File: config.mk
export PLATFORM = sky130hd
export DESIGN_NAME = pci_bus_enumeration_bar_sizing_flat
export DESIGN_NICKNAME = d
export VERILOG_FILES = /design/src/rtl/pbe_pkg.sv /design/src/rtl/pbe_if.sv /design/src/rtl/pci_bus_enumeration_bar_sizing.sv /design/src/rtl/pbe_core.sv /design/src/rtl/pbe_outq.sv /design/src/flat_wrapper.sv
export SDC_FILE = /design/constraint.sdc
export NUM_CORES = 1
export LEC_CHECK = 0
export BUFFER_PORTS_ARGS = -buffer_cell sky130_fd_sc_hd__clkbuf_2
export CORE_ASPECT_RATIO = 1.25
export CORE_MARGIN = 2
export CORE_UTILIZATION = 59
export DETAILED_ROUTE_END_ITERATION = 7
export MAX_ROUTING_LAYER = met4
export PLACE_DENSITY = 0.77
export SETUP_SLACK_MARGIN = 0.4
export SLEW_MARGIN = 20
export SYNTH_ARGS = -nofsm -noshare
export SYNTH_HDL_FRONTEND = slang
export SYNTH_SLANG_ARGS = --single-unit
File: constraint.sdc
create_clock -name clk -period 19.8 [get_ports clk]
set_clock_uncertainty 0.1 [all_clocks]
set_input_delay 3.96 -clock clk [delete_from_list [all_inputs] [get_ports clk]]
set_output_delay 3.96 -clock clk [all_outputs]
set_load 0.02 [all_outputs]
File: src/rtl/pbe_pkg.sv
// Package with types and constants for the PCI bus enumeration block.
package pbe_pkg;

  typedef enum logic [3:0] {
    PH_IDLE  = 4'd0,
    PH_HDR   = 4'd1,
    PH_ID    = 4'd2,
    PH_CLASS = 4'd3,
    PH_LINE  = 4'd4,
    PH_PIN   = 4'd5,
    PH_ORIG  = 4'd6,
    PH_ORIGH = 4'd7,
    PH_WRH   = 4'd8,
    PH_WRL   = 4'd9,
    PH_MASK  = 4'd10,
    PH_MASKH = 4'd11,
    PH_RSTL  = 4'd12,
    PH_RSTH  = 4'd13
  } phase_t;

  localparam logic [2:0] KIND_RD   = 3'd0;
  localparam logic [2:0] KIND_WR   = 3'd1;
  localparam logic [2:0] KIND_FUNC = 3'd2;
  localparam logic [2:0] KIND_BAR  = 3'd3;
  localparam logic [2:0] KIND_DONE = 3'd4;

  localparam logic CMD_START = 1'b0;

  localparam logic [7:0] OFF_ID    = 8'h00;
  localparam logic [7:0] OFF_CLASS = 8'h08;
  localparam logic [7:0] OFF_HDR   = 8'h0c;
  localparam logic [7:0] OFF_BAR0  = 8'h10;
  localparam logic [7:0] OFF_LINE  = 8'h3c;
  localparam logic [7:0] OFF_PIN   = 8'h3d;

  localparam int MAXRES = 3;

  typedef struct packed {
    logic        cmd;
    logic [31:0] rsp_data;
    logic        rsp_error;
  } in_item_t;

  typedef struct packed {
    logic [2:0]  out_kind;
    logic [31:0] cfg_address;
    logic [63:0] data_word;
    logic [4:0]  slot_num;
    logic [2:0]  function_num;
    logic [2:0]  bar_index;
    logic [2:0]  bar_flags;
    logic [63:0] bar_size;
    logic [15:0] irq_info;
    logic        last_of_run;
  } out_item_t;

  typedef struct packed {
    logic [1:0]  count;
    out_item_t   r0;
    out_item_t   r1;
    out_item_t   r2;
  } result_set_t;

endpackage

File: src/rtl/pbe_if.sv
// Valid/ready channel interfaces for the input and result beats.
interface pbe_in_if;
  logic        valid;
  logic        ready;
  logic        command;
  logic [31:0] rsp_data;
  logic        rsp_error;
  modport source (output valid, command, rsp_data, rsp_error, input ready);
  modport sink (input valid, command, rsp_data, rsp_error, output ready);
endinterface

interface pbe_out_if;
  logic        valid;
  logic        ready;
  logic [2:0]  out_kind;
  logic [31:0] cfg_address;
  logic [63:0] data_word;
  logic [4:0]  slot_num;
  logic [2:0]  function_num;
  logic [2:0]  bar_index;
  logic [2:0]  bar_flags;
  logic [63:0] bar_size;
  logic [15:0] irq_info;
  logic        last_of_run;
  modport source (output valid, out_kind, cfg_address, data_word, slot_num, function_num,
                  bar_index, bar_flags, bar_size, irq_info, last_of_run, input ready);
  modport sink (input valid, out_kind, cfg_address, data_word, slot_num, function_num,
                bar_index, bar_flags, bar_size, irq_info, last_of_run, output ready);
endinterface

File: src/rtl/pci_bus_enumeration_bar_sizing.sv
// Top level of the PCI bus enumeration and BAR sizing block.
// Each input beat is decoded combinationally into up to three result beats.
// The first result beat appears in the cycle after the input beat is taken.
// One input beat per cycle when each causes one result and the result channel is
// ready; an input causing more results holds off the next input until its last one pops.
// Reset (synchronous, rst_n low) idles the scan and clears bus_number to 0.
module pci_bus_enumeration_bar_sizing #(
  parameter int NUM_SLOTS = 32,
  parameter int MAX_FUNCS = 8,
  parameter int MAX_BARS  = 6
) (
  input  logic        clk,
  input  logic        rst_n,
  pbe_in_if.sink      in_ch,
  pbe_out_if.source   out_ch,
  input  logic        cfg_psel,
  input  logic        cfg_penable,
  input  logic        cfg_pwrite,
  input  logic [1:0]  cfg_paddr,
  input  logic [31:0] cfg_pwdata,
  output logic [31:0] cfg_prdata,
  output logic        cfg_pready
);

  logic [7:0] bus_r;
  logic       take;
  logic       empty_next;
  pbe_pkg::in_item_t   item;
  pbe_pkg::result_set_t res;

  assign cfg_pready = 1'b1;
  assign cfg_prdata = (cfg_paddr == 2'd0) ? {24'd0, bus_r} : 32'd0;

  always_ff @(posedge clk) begin
    if (!rst_n) begin
      bus_r <= '0;
    end else if (cfg_psel && cfg_penable && cfg_pwrite && cfg_paddr == 2'd0) begin
      bus_r <= cfg_pwdata[7:0];
    end
  end

  assign in_ch.ready = empty_next;
  assign take = in_ch.valid && in_ch.ready;
  assign item = '{cmd: in_ch.command, rsp_data: in_ch.rsp_data, rsp_error: in_ch.rsp_error};

  pbe_core #(
    .NUM_SLOTS(NUM_SLOTS),
    .MAX_FUNCS(MAX_FUNCS),
    .MAX_BARS (MAX_BARS)
  ) u_core (
    .clk       (clk),
    .rst_n     (rst_n),
    .step      (take),
    .item      (item),
    .bus_number(bus_r),
    .res       (res)
  );

  pbe_outq u_outq (
    .clk       (clk),
    .rst_n     (rst_n),
    .load      (take),
    .res       (res),
    .empty_next(empty_next),
    .out_ch    (out_ch)
  );

endmodule

File: src/rtl/pbe_core.sv
// Scan state machine: takes one beat and produces up to three results in one pass.
module pbe_core #(
  parameter int NUM_SLOTS = 32,
  parameter int MAX_FUNCS = 8,
  parameter int MAX_BARS  = 6
) (
  input  logic                 clk,
  input  logic                 rst_n,
  input  logic                 step,
  input  pbe_pkg::in_item_t    item,
  input  logic [7:0]           bus_number,
  output pbe_pkg::result_set_t res
);

  pbe_pkg::phase_t phase_r, phase_nxt;
  logic [4:0]  slot_r, slot_nxt;
  logic [2:0]  func_r, func_nxt;
  logic        multi_r, multi_nxt;
  logic [2:0]  bar_r, bar_nxt;
  logic [31:0] id_r, id_nxt;
  logic [31:0] crev_r, crev_nxt;
  logic [15:0] irq_r, irq_nxt;
  logic [31:0] ol_r, ol_nxt;
  logic [31:0] oh_r, oh_nxt;
  logic [31:0] ml_r, ml_nxt;
  logic [31:0] mh_r, mh_nxt;
  logic        mhb_r, mhb_nxt;

  pbe_pkg::out_item_t items [pbe_pkg::MAXRES];
  logic [1:0] n;

  always_ff @(posedge clk) begin
    if (!rst_n) begin
      phase_r <= pbe_pkg::PH_IDLE;
      slot_r  <= '0;
      func_r  <= '0;
      multi_r <= 1'b0;
      bar_r   <= '0;
      id_r    <= '0;
      crev_r  <= '0;
      irq_r   <= '0;
      ol_r    <= '0;
      oh_r    <= '0;
      ml_r    <= '0;
      mh_r    <= '0;
      mhb_r   <= 1'b0;
    end else if (step) begin
      phase_r <= phase_nxt;
      slot_r  <= slot_nxt;
      func_r  <= func_nxt;
      multi_r <= multi_nxt;
      bar_r   <= bar_nxt;
      id_r    <= id_nxt;
      crev_r  <= crev_nxt;
      irq_r   <= irq_nxt;
      ol_r    <= ol_nxt;
      oh_r    <= oh_nxt;
      ml_r    <= ml_nxt;
      mh_r    <= mh_nxt;
      mhb_r   <= mhb_nxt;
    end
  end

  function automatic logic is64(input logic [31:0] ol);
    return (ol[0] == 1'b0) && (ol[2:1] == 2'b10);
  endfunction

  always_comb begin
    logic [31:0] d;
    logic        e;
    logic [3:0]  nb;
    logic [3:0]  step_b;
    logic [3:0]  nf;
    logic [5:0]  ns;
    logic        do_next_bar;
    logic        do_next_func;
    logic        do_start_slot;
    logic        do_func_rec;
    logic        do_bar_rec;
    logic        do_finish;
    logic        req_v;
    logic [2:0]  req_k;
    logic [7:0]  req_off;
    logic [31:0] req_d;
    pbe_pkg::phase_t req_ph;
    logic [7:0]  boff;
    logic [63:0] base, size;
    logic [2:0]  flags;
    logic [63:0] m64;
    pbe_pkg::out_item_t ri, fi, bi;

    d = item.rsp_data;
    e = item.rsp_error;
    phase_nxt = phase_r;
    slot_nxt = slot_r;
    func_nxt = func_r;
    multi_nxt = multi_r;
    bar_nxt = bar_r;
    id_nxt = id_r;
    crev_nxt = crev_r;
    irq_nxt = irq_r;
    ol_nxt = ol_r;
    oh_nxt = oh_r;
    ml_nxt = ml_r;
    mh_nxt = mh_r;
    mhb_nxt = mhb_r;
    nb = {1'b0, bar_r} + 4'd1;
    nf = 4'd0;
    do_next_bar = 1'b0;
    do_next_func = 1'b0;
    do_start_slot = 1'b0;
    do_func_rec = 1'b0;
    do_bar_rec = 1'b0;
    do_finish = 1'b0;
    ns = 6'd0;
    req_v = 1'b0;
    req_k = pbe_pkg::KIND_RD;
    req_off = pbe_pkg::OFF_ID;
    req_d = '0;
    req_ph = pbe_pkg::PH_IDLE;
    boff = pbe_pkg::OFF_BAR0 + {3'd0, bar_r, 2'b00};
    base = '0;
    size = '0;
    flags = '0;
    step_b = 4'd1;
    m64 = '0;

    if (item.cmd == pbe_pkg::CMD_START) begin
      multi_nxt = 1'b0;
      do_start_slot = 1'b1;
      ns = 6'd0;
    end else begin
      case (phase_r)
        pbe_pkg::PH_HDR: begin
          multi_nxt = !e && d[23];
          func_nxt = '0;
          req_v = 1'b1; req_off = pbe_pkg::OFF_ID; req_ph = pbe_pkg::PH_ID;
        end
        pbe_pkg::PH_ID: begin
          id_nxt = e ? 32'hffff_ffff : d;
          req_v = 1'b1; req_off = pbe_pkg::OFF_CLASS; req_ph = pbe_pkg::PH_CLASS;
        end
        pbe_pkg::PH_CLASS: begin
          if (e || id_r[15:0] == 16'hffff) begin
            do_next_func = 1'b1;
          end else begin
            crev_nxt = d;
            req_v = 1'b1; req_off = pbe_pkg::OFF_LINE; req_ph = pbe_pkg::PH_LINE;
          end
        end
        pbe_pkg::PH_LINE: begin
          irq_nxt = {8'd0, e ? 8'hff : d[7:0]};
          req_v = 1'b1; req_off = pbe_pkg::OFF_PIN; req_ph = pbe_pkg::PH_PIN;
        end
        pbe_pkg::PH_PIN: begin
          irq_nxt = {e ? 8'hff : d[15:8], irq_r[7:0]};
          nb = 4'd0;
          do_next_bar = 1'b1;
        end
        pbe_pkg::PH_ORIG: begin
          if (e || d == 32'd0) begin
            do_next_bar = 1'b1;
          end else begin
            ol_nxt = d;
            mhb_nxt = 1'b0;
            mh_nxt = '0;
            if (is64(d)) begin
              if (nb >= 4'(MAX_BARS)) begin
                do_next_bar = 1'b1;
              end else begin
                req_v = 1'b1; req_off = boff + 8'd4; req_ph = pbe_pkg::PH_ORIGH;
              end
            end else begin
              req_v = 1'b1; req_k = pbe_pkg::KIND_WR; req_off = boff;
              req_d = 32'hffff_ffff; req_ph = pbe_pkg::PH_WRL;
            end
          end
        end
        pbe_pkg::PH_ORIGH: begin
          if (e) begin
            do_next_bar = 1'b1;
          end else begin
            oh_nxt = d;
            req_v = 1'b1; req_k = pbe_pkg::KIND_WR; req_off = boff + 8'd4;
            req_d = 32'hffff_ffff; req_ph = pbe_pkg::PH_WRH;
          end
        end
        pbe_pkg::PH_WRH: begin
          req_v = 1'b1; req_k = pbe_pkg::KIND_WR; req_off = boff;
          req_d = 32'hffff_ffff; req_ph = pbe_pkg::PH_WRL;
        end
        pbe_pkg::PH_WRL: begin
          req_v = 1'b1; req_off = boff; req_ph = pbe_pkg::PH_MASK;
        end
        pbe_pkg::PH_MASK: begin
          ml_nxt = e ? 32'd0 : d;
          if (is64(ol_r)) begin
            req_v = 1'b1; req_off = boff + 8'd4; req_ph = pbe_pkg::PH_MASKH;
          end else begin
            req_v = 1'b1; req_k = pbe_pkg::KIND_WR; req_off = boff;
            req_d = ol_r; req_ph = pbe_pkg::PH_RSTL;
          end
        end
        pbe_pkg::PH_MASKH: begin
          mhb_nxt = e;
          mh_nxt = e ? 32'd0 : d;
          req_v = 1'b1; req_k = pbe_pkg::KIND_WR; req_off = boff;
          req_d = ol_r; req_ph = pbe_pkg::PH_RSTL;
        end
        pbe_pkg::PH_RSTL: begin
          if (is64(ol_r)) begin
            req_v = 1'b1; req_k = pbe_pkg::KIND_WR; req_off = boff + 8'd4;
            req_d = oh_r; req_ph = pbe_pkg::PH_RSTH;
          end else begin
            do_finish = 1'b1;
          end
        end
        pbe_pkg::PH_RSTH: do_finish = 1'b1;
        default: phase_nxt = pbe_pkg::PH_IDLE;
      endcase
    end

    if (do_finish) begin
      if (ml_r == 32'd0) begin
        do_next_bar = 1'b1;
      end else if (ol_r[0]) begin
        base = {32'd0, ol_r[31:2], 2'b00};
        size = {32'd0, ~{ml_r[31:2], 2'b00} + 32'd1};
        flags = 3'b001;
        do_bar_rec = 1'b1;
        do_next_bar = 1'b1;
      end else if (ol_r[2:1] == 2'b10 && mhb_r) begin
        do_next_bar = 1'b1;
      end else begin
        if (ol_r[2:1] == 2'b10) begin
          base = {oh_r, ol_r[31:4], 4'd0};
          m64 = {mh_r, ml_r[31:4], 4'd0};
          size = ~m64 + 64'd1;
          flags[1] = 1'b1;
          step_b = 4'd2;
        end else begin
          base = {32'd0, ol_r[31:4], 4'd0};
          size = {32'd0, ~{ml_r[31:4], 4'd0} + 32'd1};
        end
        flags[2] = ol_r[3];
        do_bar_rec = 1'b1;
        do_next_bar = 1'b1;
      end
      nb = {1'b0, bar_r} + step_b;
    end

    if (do_next_bar) begin
      if (nb >= 4'(MAX_BARS)) begin
        do_func_rec = 1'b1;
        do_next_func = 1'b1;
      end else begin
        bar_nxt = nb[2:0];
        req_v = 1'b1; req_k = pbe_pkg::KIND_RD;
        req_off = pbe_pkg::OFF_BAR0 + {2'd0, nb, 2'b00};
        req_d = '0; req_ph = pbe_pkg::PH_ORIG;
      end
    end

    if (do_next_func) begin
      nf = {1'b0, func_r} + 4'd1;
      if (nf < (multi_r ? 4'(MAX_FUNCS) : 4'd1)) begin
        func_nxt = nf[2:0];
        req_v = 1'b1; req_k = pbe_pkg::KIND_RD; req_off = pbe_pkg::OFF_ID;
        req_d = '0; req_ph = pbe_pkg::PH_ID;
      end else begin
        do_start_slot = 1'b1;
        ns = {1'b0, slot_r} + 6'd1;
      end
    end

    if (do_start_slot) begin
      if (ns >= 6'(NUM_SLOTS)) begin
        phase_nxt = pbe_pkg::PH_IDLE;
      end else begin
        slot_nxt = ns[4:0];
        func_nxt = '0;
        req_v = 1'b1; req_k = pbe_pkg::KIND_RD; req_off = pbe_pkg::OFF_HDR;
        req_d = '0; req_ph = pbe_pkg::PH_HDR;
      end
    end
    if (req_v) phase_nxt = req_ph;

    ri = '0;
    ri.out_kind = req_k;
    ri.cfg_address = {8'h80, bus_number, slot_nxt, func_nxt, req_off[7:2], 2'b00};
    ri.data_word = {32'd0, req_d};
    ri.slot_num = slot_nxt;
    ri.function_num = func_nxt;

    fi = '0;
    fi.out_kind = pbe_pkg::KIND_FUNC;
    fi.data_word = {crev_r[7:0], crev_r[31:8], id_nxt};
    fi.slot_num = slot_r;
    fi.function_num = func_r;
    fi.irq_info = irq_nxt;

    bi = '0;
    bi.out_kind = pbe_pkg::KIND_BAR;
    bi.data_word = base;
    bi.slot_num = slot_r;
    bi.function_num = func_r;
    bi.bar_index = bar_r;
    bi.bar_flags = flags;
    bi.bar_size = size;

    if (!req_v && do_start_slot) begin
      ri = '0;
      ri.out_kind = pbe_pkg::KIND_DONE;
    end

    n = 2'd0;
    items[0] = '0;
    items[1] = '0;
    items[2] = '0;
    if (do_bar_rec) begin
      items[n] = bi;
      n = n + 2'd1;
    end
    if (do_func_rec) begin
      items[n] = fi;
      n = n + 2'd1;
    end
    if (req_v || do_start_slot) begin
      items[n] = ri;
      n = n + 2'd1;
    end
    if (n != 2'd0) items[n - 2'd1].last_of_run = 1'b1;
    res.count = n;
    res.r0 = items[0];
    res.r1 = items[1];
    res.r2 = items[2];
  end

endmodule

File: src/rtl/pbe_outq.sv
// Result buffer: holds up to three result beats per input and drains one per cycle while the result channel is ready.
module pbe_outq (
  input  logic                 clk,
  input  logic                 rst_n,
  input  logic                 load,
  input  pbe_pkg::result_set_t res,
  output logic                 empty_next,
  pbe_out_if.source            out_ch
);

  pbe_pkg::out_item_t buf_r [pbe_pkg::MAXRES];
  logic [1:0] cnt_r, cnt_nxt;
  logic [1:0] rd_r, rd_nxt;
  logic       pop;

  assign pop = out_ch.valid && out_ch.ready;
  assign empty_next = (cnt_r == 2'd0) || (cnt_r == 2'd1 && pop);

  always_comb begin
    cnt_nxt = cnt_r;
    rd_nxt = rd_r;
    if (load) begin
      cnt_nxt = res.count;
      rd_nxt = 2'd0;
    end else if (pop) begin
      cnt_nxt = cnt_r - 2'd1;
      rd_nxt = rd_r + 2'd1;
    end
  end

  always_ff @(posedge clk) begin
    if (!rst_n) begin
      cnt_r <= '0;
      rd_r <= '0;
    end else begin
      cnt_r <= cnt_nxt;
      rd_r <= rd_nxt;
    end
  end

  always_ff @(posedge clk) begin
    if (load) begin
      buf_r[0] <= res.r0;
      buf_r[1] <= res.r1;
      buf_r[2] <= res.r2;
    end
  end

  pbe_pkg::out_item_t head;
  assign head = (rd_r == 2'd0) ? buf_r[0] : ((rd_r == 2'd1) ? buf_r[1] : buf_r[2]);

  assign out_ch.valid        = (cnt_r != 2'd0);
  assign out_ch.out_kind     = head.out_kind;
  assign out_ch.cfg_address  = head.cfg_address;
  assign out_ch.data_word    = head.data_word;
  assign out_ch.slot_num     = head.slot_num;
  assign out_ch.function_num = head.function_num;
  assign out_ch.bar_index    = head.bar_index;
  assign out_ch.bar_flags    = head.bar_flags;
  assign out_ch.bar_size     = head.bar_size;
  assign out_ch.irq_info     = head.irq_info;
  assign out_ch.last_of_run  = head.last_of_run;

endmodule

File: src/flat_wrapper.sv
// flat-port wrapper written by rule: the top's interface ports become plain ports
module pci_bus_enumeration_bar_sizing_flat 
#(
  parameter int NUM_SLOTS = 32,
  parameter int MAX_FUNCS = 8,
  parameter int MAX_BARS  = 6
)
  (clk, rst_n, cfg_psel, cfg_penable, cfg_pwrite, cfg_paddr, cfg_pwdata, cfg_prdata, cfg_pready, in_ch_valid, in_ch_command, in_ch_rsp_data, in_ch_rsp_error, in_ch_ready, out_ch_valid, out_ch_out_kind, out_ch_cfg_address, out_ch_data_word, out_ch_slot_num, out_ch_function_num, out_ch_bar_index, out_ch_bar_flags, out_ch_bar_size, out_ch_irq_info, out_ch_last_of_run, out_ch_ready);
  pbe_in_if in_ch_i ();
  pbe_out_if out_ch_i ();
  input  logic clk;
  input  logic rst_n;
  input  logic cfg_psel;
  input  logic cfg_penable;
  input  logic cfg_pwrite;
  input  logic [1:0] cfg_paddr;
  input  logic [31:0] cfg_pwdata;
  output logic [31:0] cfg_prdata;
  output logic cfg_pready;
  input wire logic [$bits(in_ch_i.valid)-1:0] in_ch_valid;
  input wire logic [$bits(in_ch_i.command)-1:0] in_ch_command;
  input wire logic [$bits(in_ch_i.rsp_data)-1:0] in_ch_rsp_data;
  input wire logic [$bits(in_ch_i.rsp_error)-1:0] in_ch_rsp_error;
  output wire logic [$bits(in_ch_i.ready)-1:0] in_ch_ready;
  output wire logic [$bits(out_ch_i.valid)-1:0] out_ch_valid;
  output wire logic [$bits(out_ch_i.out_kind)-1:0] out_ch_out_kind;
  output wire logic [$bits(out_ch_i.cfg_address)-1:0] out_ch_cfg_address;
  output wire logic [$bits(out_ch_i.data_word)-1:0] out_ch_data_word;
  output wire logic [$bits(out_ch_i.slot_num)-1:0] out_ch_slot_num;
  output wire logic [$bits(out_ch_i.function_num)-1:0] out_ch_function_num;
  output wire logic [$bits(out_ch_i.bar_index)-1:0] out_ch_bar_index;
  output wire logic [$bits(out_ch_i.bar_flags)-1:0] out_ch_bar_flags;
  output wire logic [$bits(out_ch_i.bar_size)-1:0] out_ch_bar_size;
  output wire logic [$bits(out_ch_i.irq_info)-1:0] out_ch_irq_info;
  output wire logic [$bits(out_ch_i.last_of_run)-1:0] out_ch_last_of_run;
  input wire logic [$bits(out_ch_i.ready)-1:0] out_ch_ready;
  assign in_ch_i.valid = in_ch_valid;
  assign in_ch_i.command = in_ch_command;
  assign in_ch_i.rsp_data = in_ch_rsp_data;
  assign in_ch_i.rsp_error = in_ch_rsp_error;
  assign in_ch_ready = in_ch_i.ready;
  assign out_ch_valid = out_ch_i.valid;
  assign out_ch_out_kind = out_ch_i.out_kind;
  assign out_ch_cfg_address = out_ch_i.cfg_address;
  assign out_ch_data_word = out_ch_i.data_word;
  assign out_ch_slot_num = out_ch_i.slot_num;
  assign out_ch_function_num = out_ch_i.function_num;
  assign out_ch_bar_index = out_ch_i.bar_index;
  assign out_ch_bar_flags = out_ch_i.bar_flags;
  assign out_ch_bar_size = out_ch_i.bar_size;
  assign out_ch_irq_info = out_ch_i.irq_info;
  assign out_ch_last_of_run = out_ch_i.last_of_run;
  assign out_ch_i.ready = out_ch_ready;
  pci_bus_enumeration_bar_sizing #(.NUM_SLOTS(NUM_SLOTS), .MAX_FUNCS(MAX_FUNCS), .MAX_BARS(MAX_BARS)) u_core (.clk(clk), .rst_n(rst_n), .in_ch(in_ch_i), .out_ch(out_ch_i), .cfg_psel(cfg_psel), .cfg_penable(cfg_penable), .cfg_pwrite(cfg_pwrite), .cfg_paddr(cfg_paddr), .cfg_pwdata(cfg_pwdata), .cfg_prdata(cfg_prdata), .cfg_pready(cfg_pready));
endmodule
# [Word level (Yosys, flattened, before mapping)]
# Memories as Yosys holds them, arrays and structs flattened.
# Index checks and enable logic that the tools add are counted.
[totals] register_bits=237 latch_bits=0 ramBits=582 romBits=0 out_inout_bits=229 word_cells=288 mem_count=1
[mem_list] name="u_core.u_outq.buf_r" words=3 width=194 read_ports=3 rd_ports_with_merged_regs=0 write_ports=3 line_no="pbe_outq.sv:11" source="pbe_pkg::out_item_t buf_r [pbe_pkg::MAXRES];"
[op_classes] n_addsub=15 n_mul=0 div=0 order_cmp=10 eq_ne=20 shifts=0 mux=172 n_bitwise=13 n_reduce_logical=41
[op_table] cell="$bwmux 582" count=3
[op_table] cell="$mux 582" count=3
[op_table] cell="$demux 194 s2" count=3
[op_table] cell="$mux 194" count=5
[op_table] cell="$mux 64" count=10
[op_table] cell="$mux 32" count=17
[op_table] cell="$mux 193" count=1
[op_table] cell="$pmux 32 s6" count=1
[op_table] cell="$mux 8" count=12
[op_table] cell="$mux 4" count=21
[op_table] cell="$add 32x1->32 const B" count=2
[op_table] cell="$add 64x1->64 const B" count=1
[op_table] cell="$logic_not 32->1" count=2
[op_table] cell="$not 32->32" count=2
[op_table] cell="$not 64->64" count=1
[op_table] cell="$pmux 32 s2" count=1
[op_table] cell="$pmux 8 s8" count=1
[op_table] cell="$mux 3" count=17
[op_table] cell="$mux 1" count=50
[op_table] cell="$pmux 4 s11" count=1
[op_table] cell="$pmux 16 s2" count=1
[op_table] cell="$mux 7" count=4
[op_table] cell="$eq 4x4->1 const B" count=6
[op_table] cell="$mux 2" count=10
[op_table] cell="other kinds (41)" count=96

# [Depth between registers and ports, before layout]
# Gate-level depths: netlist of run 1.
[logic_depth] ltp_word=25 mapped_depth=22

# [Cells and area by module]
# A second synthesis of run 1 with hierarchy kept.
[unflattened] cells_unflattened=3690 area_unflattened_um2=39285.2
[by_module_without_submodules] module="pbe_outq" instances=1 cells_each=1258 area_per_inst_um2=21863.5 seq_area_each_um2=17556.8
[by_module_without_submodules] module="pbe_core" instances=1 cells_each=2359 area_per_inst_um2=16812.4 seq_area_each_um2=4504.3
[by_module_without_submodules] module="pci_bus_enumeration_bar_sizing" instances=1 cells_each=73 area_per_inst_um2=609.3 seq_area_each_um2=160.2

# [Least setup slack after synthesis of run 1]
# No wires, ideal clock.
[synth_path] kind="in2reg" start="input port out_ch_ready" end="register u_core.u_core.phase_r[3]" arrival_ps=15527 required_ps=19572 setup_slack_ps=4046 stages=8 n_path_buf=1 cell_sequence="nand2_1 > nand2_1 > nand2_1 > clkinv_1 > clkbuf_1 > o21ai_0 > a21oi_1 > nor2_1"
[synth_via] elab_chain_len=4
[synth_lines] element="start: declaration" line_no="flat_wrapper.sv:36" source="input wire logic [$bits(out_ch_i.ready)-1:0] out_ch_ready;"
[synth_lines] element="$logic_and 1x1->1" line_no="pbe_outq.sv:16" source="assign pop = out_ch.valid && out_ch.ready;"
[synth_lines] element="$logic_and 1x1->1" line_no="pbe_outq.sv:17" source="assign empty_next = (cnt_r == 2'd0) || (cnt_r == 2'd1 && pop);"
[synth_lines] element="$logic_or 1x1->1" line_no="pbe_outq.sv:17"
[synth_lines] element="via in_ch_ready" line_no="flat_wrapper.sv:24" source="output wire logic [$bits(in_ch_i.ready)-1:0] in_ch_ready;"
[synth_lines] element="$logic_and 1x1->1" line_no="pci_bus_enumeration_bar_sizing.sv:43" source="assign take = in_ch.valid && in_ch.ready;"
[synth_lines] element="via u_core.take" line_no="pci_bus_enumeration_bar_sizing.sv:26" source="logic take;"
[synth_lines] element="end signal: assignment" line_no="pbe_core.sv:34" source="phase_r <= pbe_pkg::PH_IDLE;"
[synth_lines] element="end signal: assignment" line_no="pbe_core.sv:48" source="phase_r <= phase_nxt;"
[synth_lines] element="end: declaration" line_no="pbe_core.sv:15" source="pbe_pkg::phase_t phase_r, phase_nxt;"
# The timed path passes the listed nets, and every way through them passes these cells.
# A chain may end at the register's enable or synchronous reset.

==> reports/results.ini, run 1 <==
[cts]
cts_root_buf = clkbuf_16
tritoncts = done
numCtsBuffers = 56
cts.clk_slew.worst_paths_ns = 0.07
ctsResizeCount = 0
post-cts-setup-buffers = 0
clock-sinks = 590
cts_hold_buf = 0
ctsLongestPathBuffers = 3
clk_latency_ns = 0.64
htreeDepth = 2

[logic_synthesis]
yosys_warnings = 0
synthDistinctLibCells = 88
ys_seq_elements = 590
synth_edf_count = 353
synth_area_leaders = edfxtp_1 (38%), dfxtp_1 (17%), nor2_1 (6.3%)
avgSynthCellArea_um2 = 9.62
synth_async_sr_flop_share = 0
synth_top_area_share = 0.375
netlist_area_mm2 = 0.0283
syn_inst = 2938
yosysSeqAreaShare = 0.543
synth_ff_type = edfxtp_1
synth_top_cell_by_area = edfxtp_1

[die]
rows = 89
ioPinCount = 304
die_h_um = 249
coreArea_mm2 = 0.0472
dieArea_mm2 = 0.0497
start_util = 0.598
fp.dieW_um = 200

[global_route]
grt_use_total = 0.361
grt_overflow_total = 0
grt_first_pass_wirelength_mm = 132
grt_max_degree = 163
antenna_found_initial = 1
grt_pass1_vias = 22500

[sta]
slew_viol_final = 0
fin_setup_tns_ns = 0
tightest_slew_ns = 1.14
finalCriticalPeriod_ns = 8.80
grt_setup_unrepaired = false
max-slew-margin-rel = 0.243
fmax_mhz = 114
setup_viol = 0
fin_ws_ns = 11.00
fin_crit_sh = 0.445
hold_viol = 0

[detailed_routing]
drt_iter0_drc = 2440
drc = 0
firstDrtPassIters = 8
avgViaCountPerCell = 6.23
drt-total-wl_mm = 88.5
wl_per_cell_um = 23.7
ant_nets = 0
vias = 23300

[cells_and_area]
antenna_cells = 0
layout.nets = 3148
fin_util = 0.665
drive_above_1_share = 0.133
fillers = 3747
syn2layout_area_growth_pct = 11.2

[power]
p_per_area_mw_per_mm2 = 103
power.total_mw = 3.24
worst_ir_drop_vdd_v = 0.0000741
power.leakage_nw = 11.3

[worst_setup_path]
ff2ff_setup_slack_ns = 13.51
cp-startpoint = in_ch_command
path_max_fanout = 32
arrival_ns = 9.04
critical_path_class = input pin to register
r2r_start = u_core.u_core.ml_r[4]
reg2reg_to = u_core.u_outq.buf_r[0][299]
reg2reg_depth = 20
end_kind = register
cp-endpoint = u_core.u_outq.buf_r[0][299]
startpoint_type = input pin
worstPathRequired_ns = 20.04

[placed_design]
gp_congestion = 0.966
dp_hpwl_mm = 56.6
port_buffers = 242
pre_cts_slack_ns = 10.22

[run]
max_cap_viol_count = 0

[status]
status = complete, no violations

[min_path]
hold_path_class = register to register

where the power goes:
part	switching [mW]	leakage, nW	internal, mW
Sequential	0.0415	5.42	1.48
Clock	0.465	0.843	0.566
Combinational	0.507	5.08	0.185
Total	1.01	11.3	2.23
synth_stat cells, types with 20 or more instances:
cell      instances
nand2_1         329
mux2i_1          94
o22ai_1          39
dfxtp_1         237
nor2_1          475
nor2b_1          26
buf_4            40
edfxtp_1        353
inv_1            42
xor2_1           32
nor3_1           48
o21ai_0         152
a21oi_1         254
nor3b_1          36
and2_1          114
nor4_1           22
o221ai_1         29
buf_1            20
nand3_1          44
clkbuf_1        163
a22o_1          110
buf_2            30
how the worst min path moves through the flow:
stage	from	to	slack (ns)	cells after the start
global placement	u_core.u_core.mh_r[12]	u_core.u_core.mh_r[12]	0.35	2
floorplan	u_core.u_core.mh_r[12]	u_core.u_core.mh_r[12]	0.34	2
finish	u_core.u_core.ol_r[5]	u_core.u_core.ol_r[5]	0.38	2
CTS	u_core.u_core.ol_r[5]	u_core.u_core.ol_r[5]	0.38	2
detailed placement	u_core.u_core.mh_r[12]	u_core.u_core.mh_r[12]	0.37	2
global route	u_core.u_core.ol_r[20]	u_core.u_core.ol_r[20]	0.39	2
cell families (layout without fill, tap and decap cells):
group / Yosys count / in the layout / synth area share
other: 2 / 37 / 0.000266
buffers and inverters: 300 / 428 / 0.0470
multiplexers: 95 / 95 / 0.0341
AND/OR/NAND/NOR: 1175 / 1175 / 0.192
XOR/XNOR: 52 / 52 / 0.0167
adder cells (fa/ha/maj): 19 / 19 / 0.00841
AO/OA/AOI/OAI: 705 / 705 / 0.159
flip-flops: 590 / 590 / 0.543
state kept, by name, summed over array words and instances (netlist names), 4 cells and up:
name	count
u_core.bus_r	8
u_core.u_core.crev_r	32
u_core.u_core.id_r	32
u_core.u_core.irq_r	16
u_core.u_core.mh_r	32
u_core.u_core.ml_r	32
u_core.u_core.oh_r	32
u_core.u_core.ol_r	32
u_core.u_core.phase_r	4
u_core.u_core.slot_r	5
u_core.u_outq.buf_r	353
layout by cell type, fill, tap and decap left out, types with 43 or more instances in the layout:
cell,count
a21oi_1,253
a22o_1,110
and2_1,114
clkbuf_16,56
clkbuf_2,242
dfxtp_1,237
edfxtp_1,353
mux2i_1,94
nand2_1,326
nand3_1,43
nor2_1,471
nor3_1,48
o21ai_0,152
per-layer routing:
layer / GRT usage / vias up / routed length, um
met5: - / - / 0
met4: 0.230 / 0 / 6660
met3: 0.0538 / 327 / 7010
met2: 0.581 / 1225 / 42400
met1: 0.423 / 11100 / 32500
li1: - / 10600 / -
stage by stage:
step	std cells	hold WS, ns	area [um2]
after floorplan	2973	0.340	28400
after global placement	3631	0.353	29600
after detailed placement	3632	0.365	29600
after CTS	3737	0.376	31400
after global routing	3738	0.393	31400
final	3738	0.378	31400
critical path, cell delays in order:
cell      delay (ns)
clkbuf_2        0.09
buf_4           0.34
inv_1           0.38
or4_1           0.66
a21oi_1         0.17
o21ai_0         0.09
nor2b_1         0.20
ha_1            0.19
o21ai_0         0.17
o211ai_4        0.22
nand2_2         0.23
inv_1           0.10
ha_1            0.69
or3_1           0.78
buf_4           0.56
o22ai_1         0.16
cell type report:
cell class	instances	area (um2)	area share
inverters	45	181	0.00578
repair buffers	278	1530	0.0486
multi-input cells	2083	11800	0.376
clock inverters	27	196	0.00626
clock buffers	78	1530	0.0489
well taps	637	797	0.0254
flip-flops and latches	590	15300	0.489
Note: power is estimated with default switching activity, not from simulation.
==> run 2, diff against run 1 <==
--- a/config.mk
+++ b/config.mk
@@ -8,10 +8,10 @@
 export BUFFER_PORTS_ARGS = -buffer_cell sky130_fd_sc_hd__clkbuf_2
 export CORE_ASPECT_RATIO = 1.25
 export CORE_MARGIN = 2
-export CORE_UTILIZATION = 59
+export CORE_UTILIZATION = 54
 export DETAILED_ROUTE_END_ITERATION = 7
 export MAX_ROUTING_LAYER = met4
-export PLACE_DENSITY = 0.77
+export PLACE_DENSITY = 0.74
 export SETUP_SLACK_MARGIN = 0.4
 export SLEW_MARGIN = 20
 export SYNTH_ARGS = -nofsm -noshare
==> constraint.sdc (replaced) <==
create_clock -name clk -period 7.6 [get_ports clk]
set_clock_uncertainty 0.1 [all_clocks]
set_input_delay 1.52 -clock clk [delete_from_list [all_inputs] [get_ports clk]]
set_output_delay 1.52 -clock clk [all_outputs]
set_load 0.02 [all_outputs]
==> reports/results.ini, run 2 (synthesized netlist as in run 1, its figures left out) <==
[worst_setup_path]
reg2reg_to = u_core.u_outq.buf_r[0][83]
end_kind = register
critical_path_class = register to register
cp-endpoint = u_core.u_outq.buf_r[0][83]
reg2reg_depth = 16  ; -20%
path_max_fanout = 31  ; -3.1%
worstPathRequired_ns = 7.94  ; -12.10 ns
cp-startpoint = u_core.u_core.ml_r[17]
r2r_start = u_core.u_core.ml_r[17]
arrival_ns = 6.28  ; -2.76 ns
startpoint_type = register
ff2ff_setup_slack_ns = 1.66  ; -11.85 ns

[run]
max_cap_viol_count = 0  ; unchanged

[detailed_routing]
wl_met2_mm = 42.5  ; +0.19%
drt-total-wl_mm = 89.7  ; +1.4%
drt_iter0_drc = 2283  ; -6.4%
vias = 23400  ; +0.59%
highest_layer = met4
firstDrtPassIters = 7  ; -1
ant_nets = 0  ; unchanged
dr_wl_met3_mm = 7.02  ; +0.13%
avgViaCountPerCell = 6.20  ; -0.42%
wl_per_cell_um = 23.8  ; +0.34%
wl_met1_mm = 33.3  ; +2.4%
drc = 0  ; unchanged

[die]
die_h_um = 260  ; +4.5%
rows = 93  ; +4.5%
start_util = 0.547  ; -0.0515
fp.dieW_um = 209  ; +4.4%
dieArea_mm2 = 0.0542  ; +9.1%
coreArea_mm2 = 0.0517  ; +9.4%
ioPinCount = 304  ; unchanged

[global_route]
grt_pass1_vias = 22500  ; -0.093%
antenna_found_initial = 3  ; +2
grt_use_total = 0.334  ; -0.0278
grt_overflow_total = 0  ; unchanged
grt_first_pass_wirelength_mm = 133  ; +1.2%
grt_max_degree = 182  ; +12%

[cells_and_area]
fin_util = 0.614  ; -0.0511
fillers = 4271  ; +14%
layout_common_cells = nor2_1 (471), edfxtp_1 (353), nand2_1 (327)
final_common_cell = nor2_1
drive_above_1_share = 0.138  ; +0.00549
layout.nets = 3153  ; +0.16%
largest_register_ffs = 353  ; unchanged
regMostFlops = u_core.u_outq.buf_r
syn2layout_area_growth_pct = 12.3

[sta]
fin_setup_tns_ns = 0  ; unchanged
tightest_slew_ns = 1.18  ; +0.0425 ns
fin_crit_sh = 0.782
hold_slack_ns = 0.374  ; -0.00418 ns
finalCriticalPeriod_ns = 5.94
slew_viol_final = 0  ; unchanged
max-slew-margin-rel = 0.213  ; -0.0301
hold_viol = 0  ; unchanged
setup_viol = 0  ; unchanged
fmax_mhz = 168
grt_setup_unrepaired = false

[cts]
numCtsBuffers = 57  ; +1.8%
post-cts-setup-buffers = 0  ; unchanged
ctsResizeCount = 0  ; unchanged
ctsLongestPathBuffers = 3  ; unchanged
cts_root_buf = clkbuf_16
tritoncts = done
clk_latency_ns = 0.65  ; about the same
clock-sinks = 590  ; unchanged
cts_hold_buf = 0  ; unchanged
htreeDepth = 2  ; unchanged
cts.clk_slew.worst_paths_ns = 0.06  ; about the same

[status]
status = complete, no violations

[placed_design]
port_buffers = 242  ; unchanged
gp_congestion = 0.958  ; -0.84%
dp_hpwl_mm = 57.7  ; +2.0%

[power]
power.leakage_nw = 11.5  ; +1.3%
p_per_area_mw_per_mm2 = 276  ; +170%
worst_ir_drop_vdd_v = 0.000201  ; +170%

[min_path]
hold_path_class = register to register

-- run 2: cell types whose count changed in the layout (fill, tap and decap cells not counted), moves of 3 or more --
cell / before / now
diode_2: 0 / 3
clkbuf_8: 5 / 14
buf_4: 33 / 37
bufinv_16: 2 / 5
clkbuf_1: 17 / 11
clkinv_1: 9 / 3
-- run 2: layout make-up --
type	instances	area, um2	area share
diodes	3	7.51	0.000237
clock buffers	83	1690	0.0531
clock inverters	25	289	0.00911
inverters	45	181	0.00572
multi-input cells	2083	11800	0.373
flip-flops and latches	590	15300	0.484
well taps	665	832	0.0262
repair buffers	282	1560	0.0493
-- run 2: metrics by stage --
stage / setup slack, ns / instances / cell area [um2] / power (mW)
2_1_floorplan: 2.15 / 2973 / 28400 / 5.20
3_3_place_gp: 1.88 / 3663 / 29700 / 5.77
3_5_place_dp: 1.78 / 3665 / 29700 / 5.82
4_1_cts: 1.84 / 3773 / 31700 / 8.77
5_1_grt: 1.44 / 3776 / 31700 / 9.04
6_report: 1.66 / 3776 / 31700 / 8.75
-- run 2: worst max-delay path, cell delays in order, from the launching register on --
cell      delay (ns)
dfxtp_1         0.35
nor4_1          0.64
nand4_1         0.32
o31a_1          0.54
inv_2           0.18
ha_1            0.24
ha_1            0.17
a21oi_1         0.05
o21ai_0         0.16
nor2b_1         0.32
ha_1            0.21
o21ai_0         0.17
o211ai_4        0.21
nand2_2         0.21
ha_1            0.42
a21oi_4         0.98
and3_1          0.45
-- run 2: worst min path at each step --
stage	from	end	slack, ns	depth (start not counted)
2_1_floorplan	u_core.u_core.mh_r[12]	u_core.u_core.mh_r[12]	0.34	2
3_3_place_gp	u_core.u_core.mh_r[12]	u_core.u_core.mh_r[12]	0.35	2
3_5_place_dp	u_core.u_core.mh_r[12]	u_core.u_core.mh_r[12]	0.36	2
4_1_cts	u_core.u_core.ol_r[15]	u_core.u_core.ol_r[15]	0.37	2
5_1_grt	u_core.u_core.ol_r[4]	u_core.u_core.ol_r[4]	0.39	2
6_report	u_core.u_core.ol_r[15]	u_core.u_core.ol_r[15]	0.37	2
-- run 2: where the power goes --
part	switching, mW	internal [mW]
clock	1.27	1.72
combinational	1.32	0.482
sequential	0.112	3.85
total	2.70	6.05
-- run 2: routing by layer --
metal	vias up	global-route usage
met4	0	0.228
li1	10600	-
met3	353	0.0491
met2	1173	0.542
met5	-	-
met1	11300	0.385
